$ cat src/rtl/mwd_pkg.sv
// Shared types and constants for the moving window derivative block.
// No dependencies; used by the front end, execution unit and top level.
`default_nettype none

package mwd_pkg;

    localparam int CFG_ADDR_W = 2;
    localparam int CFG_DATA_W = 16;
    localparam int WIN_W      = 8;
    localparam int CHREG_W    = 4;
    localparam int ALPHA_W    = 16;

    localparam logic [ALPHA_W-1:0] ALPHA_ONE   = 16'd32768;
    localparam logic [ALPHA_W-1:0] ALPHA_RESET = 16'd31000;
    localparam logic [WIN_W-1:0]   WIN_RESET   = 8'd16;
    localparam logic [CHREG_W-1:0] CHAN_RESET  = 4'd1;

    typedef enum logic [CFG_ADDR_W-1:0] {
        CFG_MODE     = 2'd0,
        CFG_WINDOW   = 2'd1,
        CFG_ALPHA    = 2'd2,
        CFG_CHANNELS = 2'd3
    } cfg_addr_t;

    // effective settings seen by the datapath
    typedef struct packed {
        logic               mode;
        logic [WIN_W-1:0]   n;
        logic [ALPHA_W-1:0] alpha;
    } cfg_t;

endpackage

`default_nettype wire

$ cat src/rtl/mwd_front.sv
// Front end: accepts samples, tracks channel and ring position, classifies
// each sample and pushes it to the work queue. Depends on mwd_pkg.
`default_nettype none

module mwd_front #(
    parameter int SAMPLE_BITS  = 16,
    parameter int MAX_CHANNELS = 8,
    parameter int RING_SLOTS   = 256
) (
    input  wire logic                          aclk,
    input  wire logic                          aresetn,
    input  wire logic                          restart,
    input  wire logic [mwd_pkg::WIN_W-1:0]     n,
    input  wire logic [$clog2(MAX_CHANNELS+1)-1:0] chans,
    input  wire logic                          s_tvalid,
    output logic                               s_tready,
    input  wire logic [SAMPLE_BITS-1:0]        sample,
    input  wire logic                          q_full,
    output logic                               push,
    output logic [SAMPLE_BITS + ((MAX_CHANNELS > 1) ? $clog2(MAX_CHANNELS) : 1)
                  + 2 * $clog2(RING_SLOTS * MAX_CHANNELS) + 2:0] item
);

    localparam int S     = SAMPLE_BITS;
    localparam int CW    = (MAX_CHANNELS > 1) ? $clog2(MAX_CHANNELS) : 1;
    localparam int CNT_W = $clog2(MAX_CHANNELS + 1);
    localparam int HW    = $clog2(RING_SLOTS);
    localparam int AW    = $clog2(RING_SLOTS * MAX_CHANNELS);
    localparam int MW9   = mwd_pkg::WIN_W + 1;

    typedef struct packed {
        logic [S-1:0]  sample;
        logic [CW-1:0] ch;
        logic [AW-1:0] wr_addr;
        logic [AW-1:0] rd_addr;
        logic          use_ring;
        logic          first;
        logic          last;
    } item_t;

    logic [CW-1:0]  ch_reg;
    logic [HW-1:0]  head_reg;
    logic           first_reg;
    logic           wrapped_reg;

    logic [MW9-1:0] m9;
    logic [MW9-1:0] h_inc9;
    logic [CW-1:0]  ch_cur;
    logic [HW-1:0]  h_cur;
    logic [HW-1:0]  rd_slot;
    logic           wrap;
    logic           last;
    logic           accept;
    item_t          it;

    assign s_tready = !q_full;
    assign accept   = s_tvalid && s_tready;
    assign push     = accept;

    always_comb begin
        m9      = MW9'(n) + MW9'(1);
        ch_cur  = (CNT_W'(ch_reg) >= chans) ? '0 : ch_reg;
        h_cur   = (MW9'(head_reg) >= m9) ? '0 : head_reg;
        h_inc9  = MW9'(h_cur) + MW9'(1);
        wrap    = (h_inc9 == m9);
        rd_slot = wrap ? '0 : HW'(h_inc9);
        last    = ((CNT_W'(ch_cur) + CNT_W'(1)) == chans);
        it.sample   = sample;
        it.ch       = ch_cur;
        it.wr_addr  = AW'(32'(h_cur) * MAX_CHANNELS + 32'(ch_cur));
        it.rd_addr  = AW'(32'(rd_slot) * MAX_CHANNELS + 32'(ch_cur));
        it.use_ring = wrapped_reg || (rd_slot <= h_cur);
        it.first    = first_reg;
        it.last     = last;
    end

    assign item = it;

    always_ff @(posedge aclk) begin
        if (!aresetn || restart) begin
            ch_reg      <= '0;
            head_reg    <= '0;
            first_reg   <= 1'b1;
            wrapped_reg <= 1'b0;
        end else if (accept) begin
            if (last) begin
                ch_reg    <= '0;
                first_reg <= 1'b0;
                if (wrap) begin
                    head_reg    <= '0;
                    wrapped_reg <= 1'b1;
                end else begin
                    head_reg <= HW'(h_inc9);
                end
            end else begin
                ch_reg   <= ch_cur + CW'(1);
                head_reg <= h_cur;
            end
        end
    end

endmodule

`default_nettype wire

$ cat config.mk
export PLATFORM = sky130hd
export DESIGN_NAME = mwd_front
export DESIGN_NICKNAME = d
export VERILOG_FILES = /design/src/rtl/mwd_pkg.sv /design/src/rtl/mwd_front.sv
export SDC_FILE = /design/constraint.sdc
export NUM_CORES = 1
export LEC_CHECK = 0
export ABC_CLOCK_PERIOD_IN_PS = 9150
export BUFFER_PORTS_ARGS = -buffer_cell sky130_fd_sc_hd__clkbuf_2
export CORE_ASPECT_RATIO = 1.4
export CORE_MARGIN = 2
export CORE_UTILIZATION = 45
export DETAILED_ROUTE_END_ITERATION = 8
export PLACE_DENSITY = 0.79
export REMOVE_ABC_BUFFERS = 1
export SYNTH_ARGS = -nofsm -noshare
export SYNTH_HDL_FRONTEND = slang
export SYNTH_SLANG_ARGS = --single-unit
$ cat constraint.sdc
create_clock -name aclk -period 9.15 [get_ports aclk]
set_input_delay 1.83 -clock aclk [delete_from_list [all_inputs] [get_ports aclk]]
set_output_delay 1.83 -clock aclk [all_outputs]
set_load 0.005 [all_outputs]
# Word-level counts from Yosys, hierarchy flattened
# Index checks and enable logic that the tools add are counted.
# classes
mux	5
add_sub_neg	6
reduce_logical	7
n_eq_ne	2
order_cmp	3
# ops
operator	n
$mux W8	3
$add A11 B3 Y11	2
$add A8 B1 Y9 const B	2
$eq A9 B9 Y1	1
$ge A8 B9 Y1	1
$le A8 B8 Y1	1
$mux W3	2
$add A3 B1 Y4 const B	1
$eq A4 B4 Y1	1
$ge A3 B4 Y1	1
$add A3 B1 Y3 const B	1
$reduce_and A3 Y1	1
$logic_not A1 Y1	2
$logic_or A1 B1 Y1	2
$reduce_and A2 Y1	1
$logic_and A1 B1 Y1	1
# word_totals
out_inout_bits	46
wordCells	27
regBits	13

# Logic depth before layout (Yosys ltp)
# depth
word_depth	8
mapped_depth	31

# Worst setup path after synthesis
# No wires, ideal clock.
# synth_path
path_kind	input-to-output
start	in n[0] (netlist bit)
end	out item[2] (netlist bit)
required_ps	7320
arrival_time_ps	7808
cell_stages	31
slack_ps	-488
path_buffers	3
cell_sequence	ha_1 > nand3_1 > xnor2_1 > inv_2 > ha_1 > nand4_1 > or2_2 > a21oi_1 > nor2_1 > clkbuf_1 > and2_1 > ha_1 > clkbuf_1 > nand3_1 > xor2_1 > xnor2_1 > and3_1 > o2111ai_1 > a311oi_2 > nand2_1 > buf_2 > nand2_1 > nor2_1 > ha_1 > nand2b_1 > a2111oi_0 > o21ai_0 > or2_2 > a21oi_1 > a2111oi_0 > a211o_1
# synth_lines
element	line_no	rtl
start: declaration	mwd_front.sv:13	input wire logic [mwd_pkg::WIN_W-1:0] n,
end: declaration	mwd_front.sv:21	+ 2 * $clog2(RING_SLOTS * MAX_CHANNELS) + 2:0] item

==> metrics.txt <==
sequential power share=0.387; CTS tree=built; DR iter-0 viols=91; M2 GR Usage=0.409; Synth warnings=0; combinational fraction of design power=0.254; crit-path max FO=4; Finish-stage setup viols=0; routed via count=2,181; GRT busiest layer=met2; Post-Synth Simple-Gate Area=0.290; number of diodes=0; Worst Path Arrival=7020 ps; Sw Ratio=0.292; nets@finish=361; Cell variety after synth=50; CP required=7320 ps; DP HPWL=4510 um; # H-tree levels=1; worst-margin pin slew=636 ps; Max clock buf depth=2; Power Internal=104 uW; Synth Area in XOR/XNOR=0.110; Initial Util=0.467; Post-Route WL=5890 um; CP peak stage delay=350 ps; die area=0.00491 mm^2; Top Family by Delay on Critical Path=simple AND/OR/NAND/NOR gates; Post-Syn Area=0.00196 mm^2; Synth Instances=278; Synth Area in Adders=0.108; vias in the first global route=2,015; max FFs per register=8; #FFs+latches synth=13; asr flop ratio synth=0; pre-CTS WS=-21.9 ps; initial antenna violation count=0; largest net degree at the start of global routing=18; Die H=82.1 um; Rel. slew slack=0.576; Die X=59.8 um; sequential area share after synthesis=0.133; number of remaining DRC errors=0; Reg clk slew, reported paths=60 ps; syn avg cell area=7.06 um^2; Hold Slack=459 ps; met1 Use GR=0.269; FMAX=113 MHz; Worst-Skew Late Latency=250 ps; HP Class=reg -> reg; Post-synth EDFFs=0; Post-Place Cells=348; Slew Viols, Final=0; crit end category=primary output; Final Hold Viols=0; PortBufs=46; post-synthesis mux area share=0; number of max-cap violations=0; fraction of layout cells with a size suffix above 1=0.300; WP buf/inv=2; Cell Count, Final, Fillers Out=355; P_sw=43.2 uW; post-synthesis compound-gate area fraction=0.207; row count=28; core area=0.00420 mm^2; Post-DRT Antenna Nets=0; clock share of power=0.359; power per cell area=63.3 mW/mm^2; clock sinks=13; I/O pins=79; Most used DFF post-synth=dfxtp_1; CP max stage cell=a2111oi_2; most frequent cells in the layout=clkbuf_2 (46), nor2_1 (24), nand2_1 (22), inv_1 (20), buf_4 (16); GR Util met3=0.0561; Final period util=0.967; commonest non-fill, non-tap cell in the layout=clkbuf_2; First-pass DRT Iterations=4; min cycle time layout=8850 ps; status=complete, no violations; largest family of logic cells by synthesized area=simple AND/OR/NAND/NOR gates; filler cell count=409; clk root buf=clkbuf_8; Clock Skew=1.11 ps; Peak VDD IR=0.0353 mV; crit start category=primary input; cell mode on critical path=nand2_1; vias per std cell=6.14; leakage power=0.00108 uW; GP Congestion=0.948; worst setup margin=303 ps; first-pass GRT wire length=9140 um; WS Path Type=in -> out; GRT Residual Overflow=0; Routed WL per cell=16.6 um; CTS Buf Count=3; gr usage total=0.241; area delta synth->final=18.9%
## cells in the mapped netlist (2+ instances only)
library cell / count / area share
a21oi_1: 16 / 0.041
xor2_1: 9 / 0.040
dfxtp_1: 13 / 0.13
a2111oi_0: 3 / 0.013
nand4_1: 5 / 0.016
o32ai_1: 2 / 0.0089
and4_1: 2 / 0.0089
buf_4: 24 / 0.092
nand2_1: 22 / 0.042
and3_1: 5 / 0.016
o31ai_1: 2 / 0.0077
or3_1: 4 / 0.013
o21ai_0: 11 / 0.028
o2111ai_1: 4 / 0.018
nor4_1: 2 / 0.0064
clkbuf_1: 8 / 0.015
a31oi_1: 5 / 0.016
a21o_1: 4 / 0.015
nor2b_1: 5 / 0.016
nor3_1: 11 / 0.028
nand3_1: 12 / 0.031
xnor2_1: 13 / 0.058
nor2_1: 25 / 0.048
or2_2: 3 / 0.0096
inv_1: 20 / 0.038
buf_2: 2 / 0.0051
and2_1: 5 / 0.016
ha_1: 17 / 0.11
nand2b_1: 3 / 0.0096
## per-stage QoR
step                      utilization  instance area (um^2)  total power, uW  setup TNS (ps)
final                           0.555                  2330              148               0
after global routing            0.555                  2330              154           -48.6
after CTS                       0.518                  2180              143               0
after detailed placement        0.506                  2130             90.5           -21.9
after global placement          0.506                  2130             89.7               0
after floorplan                     -                  1740             77.9            -374
## worst register-to-register path: cells and delay by family (launching register included)
family / cells / cell delay (ps)
AND/OR/NAND/NOR: 6 / 1330
AO/OA/AOI/OAI: 6 / 950
flip-flops: 1 / 600
adder cells (fa/ha/maj): 2 / 540
XOR/XNOR: 2 / 340
buffers and inverters: 1 / 180
## metal layers
layer | up-vias | share of wire
met5 | - | 0
met1 | 1002 | 0.39
met2 | 124 | 0.49
met4 | 0 | 0.054
li1 | 1027 | -
met3 | 28 | 0.071
## power groups by stage
| stage | registers (uW) | logic, uW | clock network (uW) |
|---|---|---|---|
| after global routing | 57.1 | 41.5 | 55.6 |
| after global placement | 58.3 | 31.4 | 0 |
| final | 57.1 | 37.5 | 53.0 |
| after detailed placement | 58.3 | 32.2 | 0 |
| after floorplan | 58.3 | 19.7 | 0 |
| after CTS | 57.1 | 32.7 | 53.0 |
## cells by family after synthesis
kind of cell / count (synthesis)
simple gates: 110
compound gates: 60
buf+inv: 55
xor+xnor: 23
fa+ha+maj: 17
flops: 13
## path summary, 6_finish.rpt
path                                               start                       end  slack [ps]  cells after the start
worst max-delay path                                n[3]                   item[2]         300                     29
worst min-delay path              first_reg$_SDFFE_PP1P_    first_reg$_SDFFE_PP1P_         460                      2
worst max register to register  head_reg[3]$_SDFFE_PP0P_  head_reg[0]$_SDFFE_PP0P_        5140                     17
worst min register to register    first_reg$_SDFFE_PP1P_    first_reg$_SDFFE_PP1P_         460                      2
## area by class of cell
class	instances	area, um^2	share of cell area
multi-input cells	210	1540	0.661
repair buffers	62	350	0.150
flip-flops and latches	13	260	0.112
inverters	21	78.8	0.0338
well taps	45	56.3	0.0241
clock buffers	4	45.0	0.0193
## repair_timing
item                       in CTS  in global routing
pin swaps                       0                  9
hold buffers                    0                  0
setup buffers                   0                  3
setup endpoints to repair       1                  1
gates resized for setup         1                 22
No activity file was read; power rests on OpenSTA's default activity.
