[src/rtl/mwd_queue.sv]
// Two-entry queue between the front end and the execution unit.
// No dependencies.
`default_nettype none

module mwd_queue #(
    parameter int WIDTH = 8
) (
    input  wire logic             aclk,
    input  wire logic             aresetn,
    input  wire logic             push,
    input  wire logic [WIDTH-1:0] din,
    output logic                  full,
    output logic                  valid,
    input  wire logic             pop,
    output logic [WIDTH-1:0]      dout
);

    logic [WIDTH-1:0] slot_reg [2];
    logic             wp_reg;
    logic             rp_reg;
    logic [1:0]       cnt_reg;

    assign full  = (cnt_reg == 2'd2);
    assign valid = (cnt_reg != 2'd0);
    assign dout  = slot_reg[rp_reg];

    always_ff @(posedge aclk) begin
        if (push) begin
            slot_reg[wp_reg] <= din;
        end
    end

    always_ff @(posedge aclk) begin
        if (!aresetn) begin
            wp_reg  <= 1'b0;
            rp_reg  <= 1'b0;
            cnt_reg <= 2'd0;
        end else begin
            if (push) begin
                wp_reg <= !wp_reg;
            end
            if (pop) begin
                rp_reg <= !rp_reg;
            end
            case ({push, pop})
                2'b10:   cnt_reg <= cnt_reg + 2'd1;
                2'b01:   cnt_reg <= cnt_reg - 2'd1;
                default: cnt_reg <= cnt_reg;
            endcase
        end
    end

endmodule

`default_nettype wire

[config.mk]
export PLATFORM = sky130hd
export DESIGN_NAME = mwd_queue
export DESIGN_NICKNAME = d
export VERILOG_FILES = /design/src/rtl/mwd_queue.sv
export SDC_FILE = /design/constraint.sdc
export NUM_CORES = 1
export LEC_CHECK = 0
export ABC_AREA = 1
export BUFFER_PORTS_ARGS = -buffer_cell sky130_fd_sc_hd__buf_2
export CAP_MARGIN = 20
export CORE_UTILIZATION = 30
export DETAILED_ROUTE_END_ITERATION = 16
export GPL_TIMING_DRIVEN = 0
export SLEW_MARGIN = 20
export SYNTH_ARGS = -nofsm -noshare
export SYNTH_HDL_FRONTEND = slang
export SYNTH_SLANG_ARGS = --single-unit
[constraint.sdc]
create_clock -name aclk -period 1.9 [get_ports aclk]
set_input_delay 0.19 -clock aclk [delete_from_list [all_inputs] [get_ports aclk]]
set_output_delay 0.19 -clock aclk [all_outputs]
set_load 0.01 [all_outputs]
Yosys cells after proc, flatten, opt, wreduce, memory -nomap -nowiden
Memories as Yosys holds them, arrays and structs flattened. A register that Yosys moved wholly into a read port is not among the register bits.
Index checks and enable logic that the tools add are counted.
- register bits: 4
- memories kept: 1
- memory bits (writable): 16
- bits of input ports: 12
- logic and storage cells: 18
- output and inout port bits: 10
- muxes and demuxes: 5
- reductions and logical operators: 4
- add/sub/neg operators: 2
- equality and inequality tests: 3
- memory list (name ; words ; width ; rd ports ; clocked after memory_dff ; wr ports ; line ; RTL):
    slot_reg ; 2 ; 8 ; 1 ; 1 ; 1 ; 18 ; logic [WIDTH-1:0] slot_reg [2];
- operator list (cell ; number):
    2-bit equality test (second input constant) ; 2
    1-bit two-way mux ; 4
    2-bit case mux with 2 select lines ; 1
    2-bit nonzero test ; 2
    2-bit by 1-bit adder with 2-bit output (second input constant) ; 1
    2-bit by 1-bit equality test with 1-bit output (second input constant) ; 1
    1-bit zero test ; 2
    2-bit by 1-bit subtractor with 2-bit output (second input constant) ; 1

Longest topological paths before layout
Gate-level depths: netlist of run 1.
- depth in word-level cells: 3
- mapped depth: 7
- mapped depth without buffers: 7

Worst setup path before layout of run 1
Ideal clock, no wire load.
- path kind: flip-flop to flip-flop
- start: reg wp_reg
- end: mem slot_reg[0][0] (enable)
- data arrival time: 0.687 ns
- buffers on the path: 0
- slack: 0.842 ns
- library setup time: 0.370 ns
- clock period less this slack: 1.058 ns
- stages on the path, launching flop included: 2
- data required time: 1.530 ns
- cell sequence: dfxtp_1 > nor2_1
- RTL lines (what ; line ; RTL):
    start, declared ; 19 ; logic wp_reg;
    start signal, assigned ; 40 ; wp_reg <= !wp_reg;
    end, declared ; 18 ;
No word-level cell before the write port.

==> impl_metrics.csv, run 1 <==
group,metric,value,unit
critical_path,rrSetupSlack,0.68,ns
timing,fin_crit,1.42,ns
layout,ff_latch_area,581,um^2
layout,nNetsFinal,99,
logic_synthesis,synth_edf_count,16,
logic_synthesis,synth_area,838,um^2
global_route,grt_max_degree,13,
logic_synthesis,synth_ff_type,"edfxtp_1",
global_route,track_usage,0.0913,
logic_synthesis,ys_ff_latch,21,
run,maxCapViolations,0,
global_route,grt_overflow,0,
layout,layout-drive-gt1-share,0.400,
critical_path,critPathLaunchType,"flop",
timing,skew,0.00996,ns
logic_synthesis,async_flop_share,0,
route,wl_met3,117,um
critical_path,setup.worst_path.end,"dout[0]",
timing,hold_violations,0,
critical_path,r2r_end,"slot_reg[0][6]",
clock_tree,cts_resized,0,
global_route,grt_pass1_vias,478,
logic_synthesis,yosys-top-cells-area,"edfxtp_1 57%, mux2_4 14%, dfxtp_1 12%",
floorplan,core_area,2570,um^2
timing,tightest_slew,0.665,ns
logic_synthesis,yosysTopAreaCellShare,0.573,
clock_tree,cts_setup_buffers,0,
logic_synthesis,postSynthAreaPerCell,14.0,um^2
logic_synthesis,ys_seq_area_frac,0.693,
floorplan,die_h,54.9,um
timing,grt_setup_unrepaired,"false",
floorplan,die_area,3010,um^2
floorplan,start_util,0.327,
layout,fin_area,1010,um^2
layout,n_antenna_cell,0,
route,drc_errors,0,
clock_tree,clock_sinks,21,
clock_tree,cts_htree_levels,1,
clock_tree,cts_tree,"yes",
timing,fin_worst_hold_slack,0.0704,ns
critical_path,crit_fanout,8,
timing,max_freq,702,MHz
floorplan,rows,18,
clock_tree,cts_buffers,3,
floorplan,fp.dieW,54.9,um
pwr,powerDensity,855,nW/um^2
logic_synthesis,postSynthCellCount,60,
critical_path,crit_type,"flop to output pin",
route,wl,1.21,mm
route,drtIter0Drc,2,
timing,maxSlewViolCount,0,
route,dr.pass1.iters,2,
critical_path,cp-end-kind,"output pin",
route,wl_met1,453,um
critical_path,required,1.71,ns
layout,n_fill_cell,256,
global_route,antenna_found_initial,0,
route,viasPerCell,4.30,
logic_synthesis,yosysMostFrequentCell,"edfxtp_1",
layout,synthToLayoutAreaGrowth,20.3,%
place,gp_congestion,0.611,
route,highest_layer,"met3",
critical_path,r2r_start,"wp_reg",
floorplan,num_io_pins,22,
timing,setup_violations,0,
route,wl_met2,634,um
run_status,status,"finished clean",
place,port_buffers,21,
pwr,p_leak,0.449,nW
logic_synthesis,syn-num-nets,73,
place,place_area,981,um^2
pwr,vdd_drop_max,0.587,mV
critical_path,reg2regPathDepth,1,
route,vias,495,
clock_tree,cts_hold_buffers,0,
place,dp_hpwl,933,um
logic_synthesis,synth.distinct_cells,11,
clock_tree,root_buffer,"clkbuf_4",
route,routedWlPerCell,10.5,um
clock_tree,clkTransAtPathRegs,0.12,ns
timing,fin_crit_sh,0.749,
logic_synthesis,synth_area_leader_cell,"edfxtp_1",
logic_synthesis,ys_top_cells_by_count,"16 x edfxtp_1, 11 x nor2_1, 9 x nand2_1, 8 x mux2_4, 6 x inv_1",
route,final_antenna_net_count,0,
worst_hold_path,min_path_type,"input pin to flop",
timing,relSlewSlack,0.555,
layout,largest_reg_flops,16,
clock_tree,insertion_delay,0.30,ns
critical_path,critPathArrivalTime,1.23,ns
clock_tree,cts_max_path_buffers,2,
global_route,grt_pass1_wl,1.84,mm
timing,fin_setup_tns,0,ns
logic_synthesis,yosys_warnings,0,
layout,multi_input_area,224,um^2
==> power by group <==
part	switching (mW)	internal (mW)	total, mW	leakage, nW
sequential	0.0104	0.524	0.534	0.192
clock	0.129	0.0784	0.208	0.0177
combinational	0.0603	0.0606	0.121	0.239
total	0.200	0.663	0.863	0.449
==> area by class of cell <==
cell class | count | area share
Timing Repair Buffer | 21 | 0.104
Multi-Input combinational cell | 32 | 0.222
Inverter | 6 | 0.0223
Tap cell | 30 | 0.0372
Sequential cell | 21 | 0.576
Clock buffer | 3 | 0.0223
Clock inverter | 1 | 0.00496
Buffer | 1 | 0.0112
==> critical path, stage by stage (launching register included) <==
cell,delay [ns]
dfxtp_1,0.34
buf_6,0.16
mux2_4,0.31
buf_2,0.14
==> stage by stage <==
stage	util	power, mW	worst slack (ns)	instances
after floorplan	-	0.622	0.842	60
after global placement	0.382	0.664	0.611	111
after detailed placement	0.382	0.669	0.642	111
after CTS	0.393	0.878	0.452	115
after global routing	0.393	0.906	0.416	115
final	0.393	0.863	0.476	115
==> placed cells by master (no fill, tap or decap), drive strengths merged <==
cell type / instances
a21oi: 1
buf: 22
clkbuf: 3
clkinv: 1
dfxtp: 5
edfxtp: 16
ha: 1
inv: 6
mux2: 8
nand2: 9
nand4: 1
nor2: 11
o21ai: 1
==> logic make-up (layout without fill, tap and decap cells) <==
group	Yosys count	count (layout)	share of synthesized area
buf+inv	7	32	0.0403
fa+ha+maj	1	1	0.0149
compound gates	2	2	0.0119
mux	8	8	0.143
flops	21	21	0.693
simple gates	21	21	0.0970
==> worst min-delay path by stage <==
stage	start	cells after the start	to
floorplan	din[0]	0	slot_reg[0][0]
global route	din[4]	1	slot_reg[0][4]
global placement	din[0]	1	slot_reg[0][0]
CTS	din[2]	1	slot_reg[1][2]
finish	din[7]	1	slot_reg[1][7]
detailed placement	din[6]	1	slot_reg[0][6]
==> per-layer routing <==
| layer | vias up | global-route usage |
|---|---|---|
| met3 | 0 | 0.0556 |
| met4 | 0 | 0.0128 |
| met5 | - | 0 |
| li1 | 253 | - |
| met2 | 18 | 0.171 |
| met1 | 224 | 0.0845 |
Power figures use the tool's default switching activity.
==> run 2, diff against run 1 <==
- clock period: 1.9 -> 1.2 ns (I/O delays scaled with it)
==> impl_metrics.csv, run 2 (synthesis gave the netlist of run 1 again) <==
group,metric,value,unit
pwr,p_comb_frac,0.174,
clock_tree,cts_buffers,3,
run_status,status,"complete, but fails checks",
pwr,powerDensity,1240,nW/um^2
place,gp_congestion,0.611,
floorplan,num_io_pins,22,
layout,largest_reg_flops,16,
clock_tree,clock_sinks,21,
clock_tree,cts_tree,"yes",
global_route,busiest_layer,"met2",
layout,layout-drive-gt1-share,0.387,
global_route,grt_pass1_wl,1.96,mm
timing,tightest_slew,0.412,ns
route,dr.pass1.iters,4,
worst_hold_path,worstHoldStart,"aresetn",
pwr,switchingPower,0.326,mW
clock_tree,clkTransAtPathRegs,0.10,ns
place,dp_hpwl,933,um
global_route,track_usage,0.0953,
clock_tree,cts_htree_levels,1,
clock_tree,cts_max_path_buffers,2,
floorplan,die_h,54.9,um
floorplan,start_util,0.327,
timing,setup_violations,8,
pwr,p_int,1.10,mW
layout,final_cell_mix,"16 x edfxtp_1, 13 x buf_2, 10 x nor2_1, 9 x nand2_1",
floorplan,rows,18,
layout,final_common_cell,"edfxtp_1",
global_route,antenna_found_initial,0,
critical_path,crit_type,"flop to output pin",
critical_path,crit_fanout,8,
timing,fin_setup_tns,-0.993,ns
pwr,power.total,1.42,mW
timing,max_freq,753,MHz
global_route,use_met1,0.0879,
floorplan,fp.dieW,54.9,um
pwr,netSwitchingFraction,0.229,
route,drc_errors,0,
timing,fin_crit_sh,1.11,
place,port_buffers,21,
global_route,grt_max_degree,13,
layout,nNetsFinal,107,
global_route,grt_pass1_vias,521,
pwr,seq_power_share,0.595,
pwr,power.share.clock,0.231,
worst_hold_path,min_path_type,"input pin to flop",
layout,n_antenna_cell,0,
route,viasPerCell,4.24,
run_status,violations,"negative setup slack",
place,dp_slack,-0.0347,ns
layout,synthToLayoutAreaGrowth,36.7,%
global_route,grt_overflow,0,
global_route,met3_usage,0.0528,
timing,relSlewSlack,0.725,
route,routedWlPerCell,10.3,um
timing,maxSlewViolCount,0,
route,vias,521,
timing,fin_crit,1.33,ns
timing,final.setup.worst_slack,-0.129,ns
route,drtIter0Drc,3,
timing,hold_violations,0,
global_route,grtUsageMet2,0.183,
clock_tree,cts_setup_buffers,0,
pwr,p_leak,0.501,nW
floorplan,core_area,2570,um^2
timing,skew,0.0102,ns
route,final_antenna_net_count,0,
critical_path,cp-end-kind,"output pin",
run,maxCapViolations,0,
clock_tree,root_buffer,"clkbuf_4",
route,wl,1.27,mm
critical_path,required,1.08,ns
timing,grt_setup_unrepaired,"true",
critical_path,critPathLaunchType,"flop",
critical_path,r2r_start,"wp_reg",
clock_tree,insertion_delay,0.30,ns
critical_path,critPathArrivalTime,1.21,ns
pwr,vdd_drop_max,0.944,mV
floorplan,die_area,3010,um^2
## run 2: changes by cell type in the layout (fill, tap and decap cells not counted)
cell           delta
buf_2             -8
dlygate4sd3_1     +8
buf_6             +7
buf_8             +1
dfxtp_1           -1
dfxtp_2           +1
nor2_1            -1
nor2_2            +1
## run 2: stage by stage
stage               instance area [um^2]  utilization  cells  hold WS (ns)
finish                              1150        0.446    123        0.0700
global placement                     981        0.382    111         0.309
detailed placement                   981        0.382    111         0.311
global route                        1150        0.446    123        0.0665
CTS                                 1150        0.446    123        0.0585
floorplan                            838            -     60         0.219
## run 2: repair_timing
item / CTS / global route
gates cloned: 0 / 0
hold buffers: 8 / 0
endpoints found under the hold margin: 16 / 0
gates resized for setup: 11 / 0
setup endpoints to repair: 16 / 8
## run 2: final cells by class
| type | instances | area (um^2) |
|---|---|---|
| Inverter | 6 | 22.5 |
| Tap cell | 30 | 37.5 |
| Buffer | 1 | 15.0 |
| Timing Repair Buffer | 29 | 235 |
| Multi-Input combinational cell | 32 | 226 |
| Clock inverter | 1 | 5.00 |
| Clock buffer | 3 | 22.5 |
| Fill cell | 245 | 1420 |
| Sequential cell | 21 | 582 |
## run 2: per-layer routing
| layer | routed length, um | vias up | part of all wire |
|---|---|---|---|
| li1 | - | 269 | - |
| met1 | 501 | 234 | 0.40 |
| met2 | 680 | 18 | 0.54 |
| met3 | 84 | 0 | 0.066 |
| met4 | 0 | 0 | 0 |
| met5 | 0 | - | 0 |
## run 2: path summary, 6_finish.rpt
kind / endpoint / slack, ns / depth (start not counted)
worst min-delay path: cnt_reg[1] / 0.07 / 3
worst min register to register: rp_reg / 0.51 / 2
worst max register to register: slot_reg[0][6] / 0.17 / 1
worst max-delay path: dout[0] / -0.13 / 3
## run 2: power groups by stage
stage                     clock network, mW  registers, mW  logic, mW
after floorplan                           0          0.859      0.127
after global placement                    0          0.860      0.191
after detailed placement                  0          0.863      0.196
after CTS                             0.348          0.848      0.251
after global routing                  0.369          0.851      0.274
final                                 0.328          0.847      0.247
## run 2: worst max-delay path, cell delays in order, from the launching register on
cell and delay, ns:
dfxtp_2 0.34, buf_8 0.14, mux2_4 0.31, buf_6 0.12
==> run 3, diff against run 2 <==
- CORE_UTILIZATION: 30 -> 44
- PLACE_DENSITY: default -> 0.71
==> impl_metrics.csv, run 3 (synthesis gave the netlist of run 1 again) <==
group,metric,value,unit
run_status,status,"complete, but fails checks",
run_status,violations,"negative setup slack",
route,drtIter0Drc,15,
route,wl_met3,47,um
clock_tree,cts_buffers,3,
route,wl_met2,667,um
timing,maxSlewViolCount,0,
run,maxCapViolations,0,
critical_path,r2r_start,"wp_reg",
global_route,grt_overflow,0,
layout,largest_reg_flops,16,
route,wl_met1,528,um
pwr,vdd_drop_max,0.862,mV
layout,final_cell_mix,"16 x edfxtp_1, 13 x buf_2, 10 x nor2_1, 9 x nand2_1",
global_route,grt_max_degree,12,
route,vias,528,
timing,max_freq,752,MHz
critical_path,cp-end-kind,"output pin",
global_route,grt_pass1_wl,1.72,mm
timing,relSlewSlack,0.739,
layout,synthToLayoutAreaGrowth,31.0,%
place,place_area,975,um^2
critical_path,rrSetupSlack,0.15,ns
critical_path,critPathMaxStageDelay,0.34,ns
timing,hold_violations,0,
critical_path,reg2regPathDepth,2,
critical_path,critPathLaunchType,"flop",
floorplan,core_area,1760,um^2
critical_path,critPathArrivalTime,1.21,ns
global_route,track_usage,0.122,
worst_hold_path,min_path_type,"input pin to flop",
timing,fin_crit_sh,1.11,
clock_tree,cts_tree,"yes",
clock_tree,clkTransAtPathRegs,0.11,ns
route,wl,1.26,mm
route,routedWlPerCell,11.1,um
layout,fin_area,1100,um^2
global_route,grt_pass1_vias,469,
route,drc_errors,0,
critical_path,crit_fanout,8,
pwr,powerDensity,1280,nW/um^2
clock_tree,insertion_delay,0.29,ns
clock_tree,cts_max_path_buffers,2,
floorplan,fp.dieW,45.7,um
place,dp_hpwl,876,um
pwr,power.total,1.41,mW
floorplan,start_util,0.475,
layout,final_common_cell,"edfxtp_1",
critical_path,r2r_end,"slot_reg[1][1]",
worst_hold_path,min_to,"slot_reg[1][6]",
route,final_antenna_net_count,0,
timing,fin_setup_tns,-0.999,ns
critical_path,crit_chain,"buf_8, mux2_4, buf_6",
clock_tree,root_buffer,"clkbuf_4",
layout,n_fill_cell,156,
layout,layout-drive-gt1-share,0.393,
critical_path,cp_slowest_cell,"dfxtp_2",
floorplan,die_area,2080,um^2
worst_hold_path,hold_depth,1,
pwr,p_leak,0.481,nW
timing,final.setup.worst_slack,-0.130,ns
route,dr.pass1.iters,3,
floorplan,num_io_pins,22,
place,gp_congestion,0.634,
layout,nNetsFinal,103,
critical_path,crit_type,"flop to output pin",
place,dp_slack,-0.0289,ns
worst_hold_path,worstHoldStart,"din[6]",
timing,skew,0.00427,ns
critical_path,required,1.08,ns
timing,grt_setup_unrepaired,"true",
floorplan,die_h,45.7,um
floorplan,rows,15,
timing,setup_violations,8,
clock_tree,cts_setup_buffers,0,
route,viasPerCell,4.63,
global_route,antenna_found_initial,0,
clock_tree,cts_htree_levels,1,
place,port_buffers,21,
layout,fin_util,0.623,
timing,fin_crit,1.33,ns
timing,tightest_slew,0.391,ns
route,highest_layer,"met4",
layout,n_antenna_cell,0,
clock_tree,clock_sinks,21,
==> run 3: cell types whose count changed in the layout (fill, tap and decap cells not counted) <==
cell | previous run | this run
clkbuf_1 | 0 | 1
clkinv_2 | 1 | 0
dlygate4sd3_1 | 8 | 4
==> run 3: area by class of cell <==
type	instances	area, um^2	share of cell area
timing repair buffer	25	195	0.178
buffer	1	15.0	0.0137
sequential	21	582	0.530
inverter	6	22.5	0.0205
tap	25	31.3	0.0285
multi-input combinational	32	226	0.206
clock buffer	4	26.3	0.0239
==> run 3: critical path: cells and delay by family, from the launching register on <==
family                 cells  cell delay, ns
DFF                        1            0.34
muxes                      1            0.31
buffers and inverters      2            0.26
==> run 3: layer usage <==
metal / up-vias / track usage
li1: 261 / -
met3: 2 / 0.0238
met5: - / 0
met1: 247 / 0.114
met2: 18 / 0.237
met4: 0 / 0.0727
==> run 3: how the worst max path moves through the flow <==
stage	start	end	slack [ns]
global route	flop	dout[3]	-0.17
finish	flop	dout[4]	-0.13
floorplan	wp_reg	slot_reg[0][0]	0.14
CTS	flop	dout[1]	-0.14
global placement	wp_reg	slot_reg[0][3]	-0.01
detailed placement	wp_reg	slot_reg[0][3]	-0.03
==> run 3: through the flow <==
step                cells  hold slack, ns
global placement      106           0.308
floorplan              60           0.219
finish                114          0.0157
CTS                   110        0.000553
detailed placement    106           0.314
global route          114         0.00175
==> run 3: power by group <==
| part | switching [mW] | leakage [nW] | total (mW) | internal (mW) |
|---|---|---|---|---|
| clock | 0.195 | 0.0150 | 0.324 | 0.129 |
| combinational | 0.106 | 0.274 | 0.240 | 0.134 |
| sequential | 0.0180 | 0.192 | 0.847 | 0.829 |
==> run 3: timing repair <==
action,4_1_cts,5_1_grt
gates resized for setup,11,0
endpoints found under the setup margin,16,8
hold buffers,0,4
endpoints found under the hold margin,0,7
